$ cat config.mk
export PLATFORM = sky130hd
export DESIGN_NAME = colored_noise_shaper_core
export DESIGN_NICKNAME = d
export VERILOG_FILES = /design/src/rtl/core/cns_pkg.sv /design/src/rtl/core/colored_noise_shaper_core.sv /design/src/rtl/core/cns_ctrl.sv /design/src/rtl/core/cns_datapath.sv
export SDC_FILE = /design/constraint.sdc
export NUM_CORES = 2
export LEC_CHECK = 0
export ABC_AREA = 1
export BUFFER_PORTS_ARGS = -buffer_cell sky130_fd_sc_hd__buf_4
export CORE_MARGIN = 2
export CORE_UTILIZATION = 40
export DETAILED_ROUTE_END_ITERATION = 6
export PLACE_DENSITY = 0.53
export REMOVE_ABC_BUFFERS = 1
export SLEW_MARGIN = 5
export SYNTH_ARGS = -nofsm -noshare
export SYNTH_HDL_FRONTEND = slang
export SYNTH_SLANG_ARGS = --single-unit
$ cat constraint.sdc
create_clock -name clk -period 18.81 [get_ports clk]
set_input_delay 0.9405 -clock clk [delete_from_list [all_inputs] [get_ports clk]]
set_output_delay 0.9405 -clock clk [all_outputs]
set_load 0.02 [all_outputs]
$ cat src/rtl/core/cns_pkg.sv
`timescale 1ns / 1ps
`default_nettype none
// ----------------------------------------------------------------------------
// cns_pkg: shared types, constants and arithmetic helpers
// Widths, command codes and signed Q1.16 filter coefficients for the colored noise
// shaper controller and datapath.
// ----------------------------------------------------------------------------
package cns_pkg;

  localparam int SAMPLE_W = 16;
  localparam int STATE_W  = 32;
  localparam int COLOR_W  = 16;
  localparam int COEF_W   = 18;
  localparam int PROD_W   = STATE_W + COEF_W;
  localparam int ACC_W    = 36;
  localparam int T_W      = 17;
  localparam int STEP_W   = 5;
  localparam int PINK_N   = 7;
  localparam int IDX_W    = 3;
  localparam int IN_W     = COLOR_W + 2 * SAMPLE_W;

  localparam logic [COLOR_W-1:0] COLOR_ONE  = 16'd32768;
  localparam logic [COLOR_W-1:0] COLOR_HALF = 16'd16384;
  localparam logic [T_W-1:0]     T_ONE      = 17'd32768;

  localparam logic [STEP_W-1:0] LAST_LO = 5'd17;
  localparam logic [STEP_W-1:0] LAST_HI = 5'd19;

  // multiplier operand A sources
  localparam logic [2:0] A_ZERO  = 3'd0;
  localparam logic [2:0] A_STAGE = 3'd1;
  localparam logic [2:0] A_BROWN = 3'd2;
  localparam logic [2:0] A_SUM   = 3'd3;
  localparam logic [2:0] A_WP    = 3'd4;
  localparam logic [2:0] A_WB    = 3'd5;
  localparam logic [2:0] A_MIXA  = 3'd6;
  localparam logic [2:0] A_MIXB  = 3'd7;

  // multiplier operand B sources
  localparam logic [1:0] B_ZERO = 2'd0;
  localparam logic [1:0] B_COEF = 2'd1;
  localparam logic [1:0] B_T    = 2'd2;
  localparam logic [1:0] B_TINV = 2'd3;

  // coefficient codes
  localparam logic [4:0] C_POLE0     = 5'd0;
  localparam logic [4:0] C_GAIN0     = 5'd6;
  localparam logic [4:0] C_DIRECT    = 5'd12;
  localparam logic [4:0] C_DELAY     = 5'd13;
  localparam logic [4:0] C_NORM      = 5'd14;
  localparam logic [4:0] C_LEAK      = 5'd15;
  localparam logic [4:0] C_BROWN_IN  = 5'd16;
  localparam logic [4:0] C_BROWN_OUT = 5'd17;

  // post-multiply operations
  localparam logic [3:0] P_NONE    = 4'd0;
  localparam logic [3:0] P_ACC16   = 4'd1;
  localparam logic [3:0] P_STG     = 4'd2;
  localparam logic [3:0] P_SUM_LD  = 4'd3;
  localparam logic [3:0] P_ST6     = 4'd4;
  localparam logic [3:0] P_BRN     = 4'd5;
  localparam logic [3:0] P_PINK    = 4'd6;
  localparam logic [3:0] P_BOUT    = 4'd7;
  localparam logic [3:0] P_MIX_LD  = 4'd8;
  localparam logic [3:0] P_MIX_FIN = 4'd9;

  typedef struct packed {
    logic             load;
    logic [2:0]       a_sel;
    logic [IDX_W-1:0] idx;
    logic [1:0]       b_sel;
    logic [4:0]       coef;
    logic [3:0]       post;
  } cns_cmd_t;

  typedef struct packed {
    logic lo;
    logic out_full;
  } cns_stat_t;

  function automatic logic signed [COEF_W-1:0] coef_value(input logic [4:0] code);
    case (code)
      C_POLE0:         coef_value = 18'sd65461;
      C_POLE0 + 5'd1:  coef_value = 18'sd65098;
      C_POLE0 + 5'd2:  coef_value = 18'sd63504;
      C_POLE0 + 5'd3:  coef_value = 18'sd56787;
      C_POLE0 + 5'd4:  coef_value = 18'sd36045;
      C_POLE0 + 5'd5:  coef_value = -18'sd49912;
      C_GAIN0:         coef_value = 18'sd3638;
      C_GAIN0 + 5'd1:  coef_value = 18'sd4920;
      C_GAIN0 + 5'd2:  coef_value = 18'sd10083;
      C_GAIN0 + 5'd3:  coef_value = 18'sd20348;
      C_GAIN0 + 5'd4:  coef_value = 18'sd34928;
      C_GAIN0 + 5'd5:  coef_value = -18'sd1107;
      C_DIRECT:        coef_value = 18'sd35140;
      C_DELAY:         coef_value = 18'sd7597;
      C_NORM:          coef_value = 18'sd7209;
      C_LEAK:          coef_value = 18'sd65405;
      C_BROWN_IN:      coef_value = 18'sd1311;
      C_BROWN_OUT:     coef_value = 18'sd6;
      default:         coef_value = '0;
    endcase
  endfunction

  // round half up, then arithmetic shift right
  function automatic logic signed [PROD_W-1:0] rnd(input logic signed [PROD_W-1:0] v,
                                                   input int sh);
    logic signed [PROD_W-1:0] half;
    half = PROD_W'(1) << (sh - 1);
    rnd = (v + half) >>> sh;
  endfunction

  function automatic logic signed [STATE_W-1:0] sat_state(input logic signed [PROD_W-1:0] v);
    logic signed [PROD_W-1:0] hi;
    logic signed [PROD_W-1:0] lo;
    hi = (PROD_W'(1) << (STATE_W - 1)) - PROD_W'(1);
    lo = -hi - PROD_W'(1);
    if (v > hi) sat_state = hi[STATE_W-1:0];
    else if (v < lo) sat_state = lo[STATE_W-1:0];
    else sat_state = v[STATE_W-1:0];
  endfunction

  function automatic logic signed [SAMPLE_W-1:0] sat_sample(input logic signed [PROD_W-1:0] v);
    logic signed [PROD_W-1:0] hi;
    logic signed [PROD_W-1:0] lo;
    hi = (PROD_W'(1) << (SAMPLE_W - 1)) - PROD_W'(1);
    lo = -hi - PROD_W'(1);
    if (v > hi) sat_sample = hi[SAMPLE_W-1:0];
    else if (v < lo) sat_sample = lo[SAMPLE_W-1:0];
    else sat_sample = v[SAMPLE_W-1:0];
  endfunction

endpackage
`default_nettype wire

$ cat src/rtl/core/colored_noise_shaper_core.sv
`timescale 1ns / 1ps
`default_nettype none
// ----------------------------------------------------------------------------
// colored_noise_shaper_core: white/pink/brown noise crossfader
// Items with colour <= 0.5 run a shorter product schedule than those above.
// Items are taken one at a time and run through the single shared 32x18
// multiplier, which gives one product per cycle.
// A waiting result is held in the output register while the next item runs.
// Reset (synchronous) clears all pink stages, the brown level and handshakes.
// ----------------------------------------------------------------------------
module colored_noise_shaper_core (
  input  logic                          clk,
  input  logic                          rst,
  input  logic                          s_tvalid,
  output logic                          s_tready,
  input  logic [cns_pkg::IN_W-1:0]      s_tdata,  // color, white_first, white_second
  output logic                          m_tvalid,
  input  logic                          m_tready,
  output logic [cns_pkg::SAMPLE_W-1:0]  m_tdata   // noise_out
);

  cns_pkg::cns_cmd_t  cmd;
  cns_pkg::cns_stat_t stat;

  cns_ctrl u_ctrl (
    .clk      (clk),
    .rst      (rst),
    .in_valid (s_tvalid),
    .in_ready (s_tready),
    .stat     (stat),
    .cmd      (cmd)
  );

  cns_datapath u_datapath (
    .clk       (clk),
    .rst       (rst),
    .cmd       (cmd),
    .stat      (stat),
    .in_data   (s_tdata),
    .out_valid (m_tvalid),
    .out_ready (m_tready),
    .out_data  (m_tdata)
  );

endmodule
`default_nettype wire

$ cat src/rtl/core/cns_ctrl.sv
`timescale 1ns / 1ps
`default_nettype none
// ----------------------------------------------------------------------------
// cns_ctrl: sequencer for the shared multiplier
// Steps through the product schedule of one item and issues one command per
// cycle to the datapath; holds the final step while the output is occupied.
// ----------------------------------------------------------------------------
module cns_ctrl (
  input  logic                clk,
  input  logic                rst,
  input  logic                in_valid,
  output logic                in_ready,
  input  cns_pkg::cns_stat_t  stat,
  output cns_pkg::cns_cmd_t   cmd
);

  localparam logic ST_IDLE = 1'b0;
  localparam logic ST_RUN  = 1'b1;

  logic                       state;
  logic [cns_pkg::STEP_W-1:0] step;
  logic [cns_pkg::STEP_W-1:0] last_step;
  logic                       stall;
  logic [cns_pkg::IDX_W-1:0]  k;

  assign in_ready  = (state == ST_IDLE);
  assign last_step = stat.lo ? cns_pkg::LAST_LO : cns_pkg::LAST_HI;
  assign stall     = (step == last_step) && stat.out_full;
  // pole/gain pair k occupies steps 2k+2 and 2k+3
  assign k         = step[3:1] - 3'd1;

  always_comb begin
    cmd       = '0;
    cmd.load  = in_ready && in_valid;
    if (state == ST_RUN && !stall) begin
      case (step)
        5'd0: begin
          cmd.a_sel = cns_pkg::A_WP;
          cmd.b_sel = cns_pkg::B_COEF;
          cmd.coef  = cns_pkg::C_DIRECT;
          cmd.post  = cns_pkg::P_SUM_LD;
        end
        5'd1: begin
          cmd.a_sel = cns_pkg::A_WP;
          cmd.b_sel = cns_pkg::B_COEF;
          cmd.coef  = cns_pkg::C_DELAY;
          cmd.post  = cns_pkg::P_ST6;
        end
        5'd2, 5'd4, 5'd6, 5'd8, 5'd10, 5'd12: begin
          cmd.a_sel = cns_pkg::A_STAGE;
          cmd.idx   = k;
          cmd.b_sel = cns_pkg::B_COEF;
          cmd.coef  = cns_pkg::C_POLE0 + {2'b00, k};
          cmd.post  = cns_pkg::P_ACC16;
        end
        5'd3, 5'd5, 5'd7, 5'd9, 5'd11, 5'd13: begin
          cmd.a_sel = cns_pkg::A_WP;
          cmd.idx   = k;
          cmd.b_sel = cns_pkg::B_COEF;
          cmd.coef  = cns_pkg::C_GAIN0 + {2'b00, k};
          cmd.post  = cns_pkg::P_STG;
        end
        5'd14: begin
          // low branch: bubble while the pink sum settles
          if (!stat.lo) begin
            cmd.a_sel = cns_pkg::A_BROWN;
            cmd.b_sel = cns_pkg::B_COEF;
            cmd.coef  = cns_pkg::C_LEAK;
            cmd.post  = cns_pkg::P_ACC16;
          end
        end
        5'd15: begin
          cmd.b_sel = cns_pkg::B_COEF;
          if (stat.lo) begin
            cmd.a_sel = cns_pkg::A_SUM;
            cmd.coef  = cns_pkg::C_NORM;
            cmd.post  = cns_pkg::P_PINK;
          end else begin
            cmd.a_sel = cns_pkg::A_WB;
            cmd.coef  = cns_pkg::C_BROWN_IN;
            cmd.post  = cns_pkg::P_BRN;
          end
        end
        5'd16: begin
          if (stat.lo) begin
            cmd.a_sel = cns_pkg::A_MIXA;
            cmd.b_sel = cns_pkg::B_TINV;
            cmd.post  = cns_pkg::P_MIX_LD;
          end else begin
            cmd.a_sel = cns_pkg::A_SUM;
            cmd.b_sel = cns_pkg::B_COEF;
            cmd.coef  = cns_pkg::C_NORM;
            cmd.post  = cns_pkg::P_PINK;
          end
        end
        5'd17: begin
          if (stat.lo) begin
            cmd.a_sel = cns_pkg::A_MIXB;
            cmd.b_sel = cns_pkg::B_T;
            cmd.post  = cns_pkg::P_MIX_FIN;
          end else begin
            cmd.a_sel = cns_pkg::A_BROWN;
            cmd.b_sel = cns_pkg::B_COEF;
            cmd.coef  = cns_pkg::C_BROWN_OUT;
            cmd.post  = cns_pkg::P_BOUT;
          end
        end
        5'd18: begin
          cmd.a_sel = cns_pkg::A_MIXA;
          cmd.b_sel = cns_pkg::B_TINV;
          cmd.post  = cns_pkg::P_MIX_LD;
        end
        5'd19: begin
          cmd.a_sel = cns_pkg::A_MIXB;
          cmd.b_sel = cns_pkg::B_T;
          cmd.post  = cns_pkg::P_MIX_FIN;
        end
        default: ;
      endcase
    end
  end

  always_ff @(posedge clk) begin
    if (rst) begin
      state <= ST_IDLE;
      step  <= '0;
    end else begin
      case (state)
        ST_IDLE: begin
          if (in_valid) begin
            state <= ST_RUN;
            step  <= '0;
          end
        end
        ST_RUN: begin
          if (!stall) begin
            if (step == last_step) state <= ST_IDLE;
            else step <= step + 5'd1;
          end
        end
        default: state <= ST_IDLE;
      endcase
    end
  end

endmodule
`default_nettype wire

$ cat src/rtl/core/cns_datapath.sv
`timescale 1ns / 1ps
`default_nettype none
// ----------------------------------------------------------------------------
// cns_datapath: filter state, shared multiplier and output register
// One registered 32x18 signed product per cycle; the post stage rounds,
// saturates and writes filter state, mix accumulator or the output item.
// ----------------------------------------------------------------------------
module cns_datapath (
  input  logic                          clk,
  input  logic                          rst,
  input  cns_pkg::cns_cmd_t             cmd,
  output cns_pkg::cns_stat_t            stat,
  input  logic [cns_pkg::IN_W-1:0]      in_data,
  output logic                          out_valid,
  input  logic                          out_ready,
  output logic [cns_pkg::SAMPLE_W-1:0]  out_data
);

  // filter state
  logic signed [cns_pkg::STATE_W-1:0]  stage [cns_pkg::PINK_N];
  logic signed [cns_pkg::STATE_W-1:0]  brown;

  // captured item
  logic [cns_pkg::T_W-1:0]             t_reg;
  logic                                lo_reg;
  logic signed [cns_pkg::SAMPLE_W-1:0] w1_reg;
  logic signed [cns_pkg::SAMPLE_W-1:0] w2_reg;

  // working registers
  logic signed [cns_pkg::PROD_W-1:0]   prod;
  logic [3:0]                          post_q;
  logic [cns_pkg::IDX_W-1:0]           idx_q;
  logic signed [cns_pkg::ACC_W-1:0]    acc;
  logic signed [cns_pkg::ACC_W-1:0]    sum;
  logic signed [cns_pkg::SAMPLE_W-1:0] pk;
  logic signed [cns_pkg::SAMPLE_W-1:0] br;
  logic signed [cns_pkg::PROD_W-1:0]   macc;

  // input decode
  logic [cns_pkg::COLOR_W-1:0]         color_in;
  logic [cns_pkg::COLOR_W-1:0]         color_c;
  logic [cns_pkg::COLOR_W-1:0]         color_d;
  logic                                lo_next;
  logic [cns_pkg::T_W-1:0]             t_next;

  // operands
  logic signed [cns_pkg::SAMPLE_W-1:0] wp;
  logic signed [cns_pkg::STATE_W-1:0]  stage_rd;
  logic signed [cns_pkg::STATE_W-1:0]  sum_sat;
  logic signed [cns_pkg::STATE_W-1:0]  op_a;
  logic signed [cns_pkg::COEF_W-1:0]   op_b;

  // post stage
  logic signed [cns_pkg::PROD_W-1:0]   r7;
  logic signed [cns_pkg::PROD_W-1:0]   r9;
  logic signed [cns_pkg::PROD_W-1:0]   r16;
  logic signed [cns_pkg::PROD_W-1:0]   r25;
  logic signed [cns_pkg::PROD_W-1:0]   stg_sum;
  logic signed [cns_pkg::STATE_W-1:0]  stg_sat;
  logic signed [cns_pkg::STATE_W-1:0]  st6_sat;
  logic signed [cns_pkg::SAMPLE_W-1:0] pink_next;
  logic signed [cns_pkg::SAMPLE_W-1:0] bout_next;
  logic signed [cns_pkg::PROD_W-1:0]   mix_tot;
  logic signed [cns_pkg::PROD_W-1:0]   mix_r;
  logic signed [cns_pkg::SAMPLE_W-1:0] out_next;

  assign color_in = in_data[cns_pkg::COLOR_W-1:0];
  assign color_c  = (color_in > cns_pkg::COLOR_ONE) ? cns_pkg::COLOR_ONE : color_in;
  assign lo_next  = (color_c <= cns_pkg::COLOR_HALF);
  assign color_d  = color_c - cns_pkg::COLOR_HALF;
  assign t_next   = lo_next ? {color_c, 1'b0} : {color_d, 1'b0};

  // pink filter is driven by the second sample in the white/pink branch
  assign wp       = lo_reg ? w2_reg : w1_reg;
  assign stage_rd = (cmd.idx <= 3'd6) ? stage[cmd.idx] : '0;
  assign sum_sat  = cns_pkg::sat_state(cns_pkg::PROD_W'(sum));

  always_comb begin
    case (cmd.a_sel)
      cns_pkg::A_STAGE: op_a = stage_rd;
      cns_pkg::A_BROWN: op_a = brown;
      cns_pkg::A_SUM:   op_a = sum_sat;
      cns_pkg::A_WP:    op_a = cns_pkg::STATE_W'(wp);
      cns_pkg::A_WB:    op_a = cns_pkg::STATE_W'(w2_reg);
      cns_pkg::A_MIXA:  op_a = lo_reg ? cns_pkg::STATE_W'(w1_reg) : cns_pkg::STATE_W'(pk);
      cns_pkg::A_MIXB:  op_a = lo_reg ? cns_pkg::STATE_W'(pk) : cns_pkg::STATE_W'(br);
      default:          op_a = '0;
    endcase
  end

  always_comb begin
    case (cmd.b_sel)
      cns_pkg::B_COEF: op_b = cns_pkg::coef_value(cmd.coef);
      cns_pkg::B_T:    op_b = $signed(cns_pkg::COEF_W'(t_reg));
      cns_pkg::B_TINV: op_b = $signed(cns_pkg::COEF_W'(cns_pkg::T_ONE - t_reg));
      default:         op_b = '0;
    endcase
  end

  assign r7        = cns_pkg::rnd(prod, 7);
  assign r9        = cns_pkg::rnd(prod, 9);
  assign r16       = cns_pkg::rnd(prod, 16);
  assign r25       = cns_pkg::rnd(prod, 25);
  assign stg_sum   = cns_pkg::PROD_W'(acc) + r7;
  assign stg_sat   = cns_pkg::sat_state(stg_sum);
  assign st6_sat   = cns_pkg::sat_state(r7);
  assign pink_next = cns_pkg::sat_sample(r25);
  assign bout_next = cns_pkg::sat_sample(r9);
  assign mix_tot   = macc + prod;
  assign mix_r     = cns_pkg::rnd(mix_tot, 15);
  assign out_next  = cns_pkg::sat_sample(mix_r);

  always_ff @(posedge clk) begin
    if (rst) begin
      for (int i = 0; i < cns_pkg::PINK_N; i++) begin
        stage[i] <= '0;
      end
      brown     <= '0;
      post_q    <= cns_pkg::P_NONE;
      out_valid <= 1'b0;
    end else begin
      post_q <= cmd.post;
      if (post_q == cns_pkg::P_MIX_FIN) out_valid <= 1'b1;
      else if (out_ready) out_valid <= 1'b0;
      case (post_q)
        cns_pkg::P_STG: stage[idx_q] <= stg_sat;
        cns_pkg::P_ST6: stage[cns_pkg::PINK_N-1] <= st6_sat;
        cns_pkg::P_BRN: brown <= stg_sat;
        default: ;
      endcase
    end
  end

  always_ff @(posedge clk) begin
    if (cmd.load) begin
      t_reg  <= t_next;
      lo_reg <= lo_next;
      w1_reg <= in_data[cns_pkg::COLOR_W +: cns_pkg::SAMPLE_W];
      w2_reg <= in_data[cns_pkg::COLOR_W + cns_pkg::SAMPLE_W +: cns_pkg::SAMPLE_W];
    end
    prod  <= cns_pkg::PROD_W'(op_a) * cns_pkg::PROD_W'(op_b);
    idx_q <= cmd.idx;
    case (post_q)
      cns_pkg::P_ACC16:   acc <= r16[cns_pkg::ACC_W-1:0];
      cns_pkg::P_STG:     sum <= sum + cns_pkg::ACC_W'(stg_sat);
      // old delay stage joins the sum before it is overwritten
      cns_pkg::P_SUM_LD:  sum <= r7[cns_pkg::ACC_W-1:0] +
                                 cns_pkg::ACC_W'(stage[cns_pkg::PINK_N-1]);
      cns_pkg::P_PINK:    pk <= pink_next;
      cns_pkg::P_BOUT:    br <= bout_next;
      cns_pkg::P_MIX_LD:  macc <= prod;
      cns_pkg::P_MIX_FIN: out_data <= out_next;
      default: ;
    endcase
  end

  assign stat.lo       = lo_reg;
  assign stat.out_full = out_valid && !out_ready;

endmodule
`default_nettype wire

# Word-level counts from Yosys, hierarchy flattened
# Memory sizes are Yosys's and may differ from the RTL's.
# Cells that the tools add are included.
# op_classes
add_sub_neg,14
mul,1
n_lt_le_gt_ge,15
eq_ne,42
muxes,59
n_bitwise,3
reduce_logical,17
# ops
op,n
$mux 32,11
$pmux 32 s7,1
$mux 16,5
$pmux 36 s2,1
$pmux 18 s3,1
$add 50x10->50 const B,1
$add 50x16->50 const B,1
$add 50x17->50 const B,1
$add 50x26->50 const B,1
$add 50x50->50,1
$add 50x8->50 const B,1
$gt 50x32->1 const B,1
$lt 50x32->1 const B,1
$mul 32x18->50,1
$add 34x43->44,1
$gt 43x32->1 const B,1
$lt 43x32->1 const B,1
$gt 41x16->1 const B,1
$lt 41x16->1 const B,1
$eq 5x4->1 const B,8
$pmux 4 s10,1
$pmux 5 s8,1
$add 36x32->36,1
$add 36x36->36,1
other kinds (54),106
# totals
reg_bits,314
mem_bits_rw,224
rom_bits,576
inputBits,52
out_inout_bits,18
elab_cells,170
mem_count,2
# mem_list
memory,depth,width,read_ports,rd_ports_with_merged_regs,write_ports,line,source
(no name shown),32,18,1,0,0,cns_pkg.sv:82,case (code)
u_datapath.stage,7,32,2,0,7,cns_datapath.sv:20,logic signed [cns_pkg::STATE_W-1:0] stage [cns_pkg::PINK_N];

# Longest topological paths before layout
# logic_depth
ltp_word,10
depth_mapped,50
mapped_depth_nobuf,49

# Cells and area by module
# From an unflattened synthesis, not the netlist that was laid out.
# hier_totals
hier_cells,7865
hier_area_um2,60254.0
# by_module_without_submodules
module,n_inst,cells_per_inst,area_per_inst_um2,seq_area_each_um2
cns_datapath,1,7697,59206.8,16005.4
cns_ctrl,1,168,1047.3,120.1

# Worst setup path before layout
# No wires, ideal clock.
# synth_timing
path_type,input to register
from,input port m_tready
to,register u_datapath.prod[30] (netlist name)
setup_time_ps,120
arrival_ps,7879
t_required_ps,18690
slack_ps,10812
path_stages,36
path_buffers,2
path_cell_list,nor2_1 -> o21ai_4 -> buf_6 -> nand2_1 -> inv_1 -> ha_1 -> inv_1 -> nand2_1 -> nor2_1 -> nor4_2 -> nor2_2 -> inv_2 -> buf_2 -> nand2_1 -> inv_1 -> fa_1 -> inv_1 -> fa_1 -> fa_1 -> fa_1 -> inv_1 -> fa_1 -> inv_1 -> fa_1 -> inv_1 -> ha_1 -> nand2_1 -> nor2_1 -> nand4_1 -> nor2_1 -> nor2_1 -> o21ai_0 -> a21oi_1 -> o21ai_0 -> a31oi_1 -> xnor2_1
# synth_between
elab_chain_cells,10
word_cells_on_any_way,23
cone_classes,mul (1); order compare (1); eq/ne (10); mux (4); reduce/logical (5); memory (2)
# synth_rtl
element,line,source
start: declaration,colored_noise_shaper_core.sv:18,"input logic m_tready,"
$logic_not 1->1 (*),cns_datapath.sv:158,assign stat.out_full = out_valid && !out_ready;
$logic_and 1x1->1 (*),cns_datapath.sv:158,
$logic_and 1x1->1 (*),cns_ctrl.sv:28,assign stall = (step == last_step) && stat.out_full;
$logic_not 1->1 (*),cns_ctrl.sv:35,if (state == ST_RUN && !stall) begin
$logic_and 1x1->1 (*),cns_ctrl.sv:35,
$mux 17 (*),cns_ctrl.sv:35,
branches (longest 3 deep; another with $mem_v2 32x18),-,
$mul 32x18->50 (*),cns_datapath.sv:141,prod <= cns_pkg::PROD_W'(op_a) * cns_pkg::PROD_W'(op_b);
end signal: assignment,cns_datapath.sv:141,
end: declaration,cns_datapath.sv:30,logic signed [cns_pkg::PROD_W-1:0] prod;
# Mark *: on every way between the ends.
# A chain may end at the register's enable or synchronous reset.

# Final worst setup path
# layout_timing
from,register u_ctrl.step[0] (netlist name)
to,register u_datapath.prod[42] (netlist name)
# layout_between
elab_chain_cells,9
word_cells_on_any_way,51
cone_classes,mul (1); order compare (1); eq/ne (30); mux (8); reduce/logical (9); memory (2)
# layout_rtl
element,line,source
start: declaration,cns_ctrl.sv:21,logic [cns_pkg::STEP_W-1:0] step;
start signal: assignment,cns_ctrl.sv:138,else step <= step + 5'd1;
branches (longest 4 deep; another with $pmux 5 s8),-,
$mux 17 (*),cns_ctrl.sv:35,
branches (longest 3 deep; another with $mem_v2 32x18),-,
$mul 32x18->50 (*),cns_datapath.sv:141,
# Marked as above.

==> reports/results.txt <==
Post-CTS Hold Buffers: 0
Antenna violations before repair: 3
WS Path Type: flip-flop to flip-flop
H-tree depth: 3
Via/cell ratio: 5.30
Vias in the first global route: 52000
Reg with most FFs: u_datapath.stage
Most used cell, CP: inv_1
Cell variety after synth: 72
Critical path's slowest cell: nand2_1
Yosys warns: 0
Post-synth top area share: 23.5%
Largest net degree at the start of global routing: 85
Clock Latency Late Sink: 0.70 ns
Most frequent cells in the layout: nand2_1 (1896), inv_1 (1515), nor2_1 (901)
Drc violations: 0
Most common cell after layout, fill and taps aside: nand2_1
WL final: 229000 um
Leak: 0.0318 uW
Grt ovf: 0
Clock Tree Buf Depth: 3
Final setup viols: 0
Share of cells above drive strength 1: 5.65%
Cells after Synth: 7828
Worst setup EP type: flip-flop
Num CTS Buffers: 70
Status: finished, final reports clean
Fin crit share: 56.6%
Die area: 154000 um^2
Max Clock Freq: 93.9 MHz
Rows: 142
Fillers: 15400
Clock transition at path regs: 0.06 ns
Antenna Nets Post-Route: 0
Setup bufs post-CTS: 0
Yosys reg bits: 569
Area leader, netlist: edfxtp_1
Pwr Density: 180 nW/um^2
Initial DRC count: 5025
Top flop regs: u_datapath.stage (256), u_datapath.macc (50), u_datapath.prod (50)
Slew HR: 12.4%
Largest register FFs: 256
Post-synth top flop: edfxtp_1
Syn avg cell area: 7.71 um^2
Gpl congestion: 1.01
Setup Skew: 0.0468 ns
P&R area growth vs syn: 8.38%
Max-slew violations: 0
Layout Utilization: 43.7%
RSZ-0062 raised after global routing: false
Post-route setup TNS: 0 ns
IO buf count: 69
CTS Root Cell: clkbuf_16
Synthesized cell area: 60300 um^2
HP Class: input port to flip-flop
Fin worst setup slack: 8.16 ns
Worst EP required: 19.34 ns
Detailed Routing Iterations Pass 1: 7
CP Max Fanout: 60
Total Nets Final: 8792
CTS resizes: 0
EDFF count, synth: 473
WL/cell: 23.2 um
Num Clock Sinks: 569
# IOs: 70
Measured slew at the worst slew-check pin: 1.30 ns
Register area share after synthesis: 26.7%
WHS: 0.415 ns
Post-detail-place hpwl: 182000 um
Global-route usage over all layers: 29.9%
Die width: 392 um
Worst Path Arrival: 11.19 ns
Final min period: 10.65 ns
Pre-CTS setup slack: 7.90 ns
Max Cap Viol: 0
Clock tree from TritonCTS: done
Core area: 150000 um^2
Via count of the routed design: 52600
Peak VDD IR: 0.000103 V
Crit path launch type: flip-flop
First-pass GRT wire length: 339000 um
Async SR Flop Fraction: 0%
Die Span Y: 392 um
Top cells by area, synth: edfxtp_1 (24%), fa_1 (18%), nand2_1 (12%)
Fin. Hold Viols: 0
Largest stage delay, worst path: 0.76 ns
Initial Util: 40.3%
[stage by stage]
stage          total power, uW  cell area (um^2)  cells
4_1_cts                  11700             65400   9907
3_5_place_dp             10300             63000   9777
6_report                 11800             65400   9910
3_3_place_gp             10300             63000   9777
5_1_grt                  12700             65400   9907
2_1_floorplan             7310             59200   7607
[synthesized netlist by cell type (7+ instances only)]
library cell,n
nand2_1,1898
inv_1,1516
nor2_1,907
fa_1,556
edfxtp_1,473
ha_1,351
a21oi_1,324
o21ai_0,315
nand3_1,264
xor2_1,176
o211ai_1,112
buf_2,107
dfxtp_1,96
clkbuf_1,81
nor3_1,75
nand4_1,61
xnor2_1,59
or2_2,42
o21bai_1,40
a31oi_1,32
mux2i_1,31
o221ai_1,28
inv_2,27
nor2_2,25
buf_4,22
o21ai_1,22
nand3_2,17
nor4_1,17
o31ai_1,17
o21a_1,16
nand2_2,15
a21o_1,10
a21boi_0,7
[logic make-up (layout without fill, tap and decap cells)]
| logic type | count (synthesis) | in the layout | synth area share (%) |
|---|---|---|---|
| AND/OR/NAND/NOR | 3363 | 3363 | 22.9 |
| multiplexers | 32 | 32 | 0.533 |
| adder cells (fa/ha/maj) | 907 | 907 | 25.7 |
| flip-flops | 569 | 569 | 26.7 |
| XOR/XNOR | 236 | 236 | 3.44 |
| AO/OA/AOI/OAI | 952 | 952 | 9.19 |
| buffers and inverters | 1768 | 1831 | 11.4 |
| other | 1 | 4 | 0.00622 |
[worst max-delay path, delay by kind of cell (launching register included)]
family	cells	cell delay [ns]
AND/OR/NAND/NOR	9	2.44
flip-flops	1	0.50
AO/OA/AOI/OAI	9	2.16
XOR/XNOR	1	0.15
buffers and inverters	9	1.99
adder cells (fa/ha/maj)	8	3.17
[layer usage]
| metal | up-vias | share of wire (%) | track usage [%] |
|---|---|---|---|
| li1 | 24500 | - | - |
| met1 | 25700 | 43 | 40.7 |
| met2 | 1947 | 45 | 47.1 |
| met3 | 379 | 7.2 | 4.81 |
| met4 | 0 | 5.0 | 13.0 |
| met5 | - | 0 | 0 |
[worst paths after layout]
check                                    from                             end  slack, ns  cells after the start
hold / removal                    s_tdata[39]  u_datapath.w2_reg[7]$_DFFE_PP_       0.41                      1
hold reg to reg    u_datapath.prod[5]$_DFF_P_    u_datapath.macc[5]$_DFFE_PN_       0.43                      0
setup reg to reg  u_ctrl.step[0]$_SDFFE_PP0P_     u_datapath.prod[42]$_DFF_P_       8.16                     36
setup / recovery  u_ctrl.step[0]$_SDFFE_PP0P_     u_datapath.prod[42]$_DFF_P_       8.16                     36
[power breakdown]
part           switching, uW  internal [uW]
Combinational           5840           2590
Sequential               210           1710
Clock                    617            787
[area by class of cell]
type | count | area [um^2] | share of cell area [%]
Tap cell | 2016 | 2520 | 3.86
Timing Repair Buffer | 154 | 1160 | 1.77
Multi-Input combinational cell | 5491 | 37400 | 57.2
Clock inverter | 49 | 499 | 0.764
Antenna cell | 3 | 7.51 | 0.0115
Inverter | 1547 | 5810 | 8.89
Clock buffer | 81 | 1850 | 2.82
Sequential cell | 569 | 16100 | 24.7
Note: power is estimated with default switching activity, not from simulation.
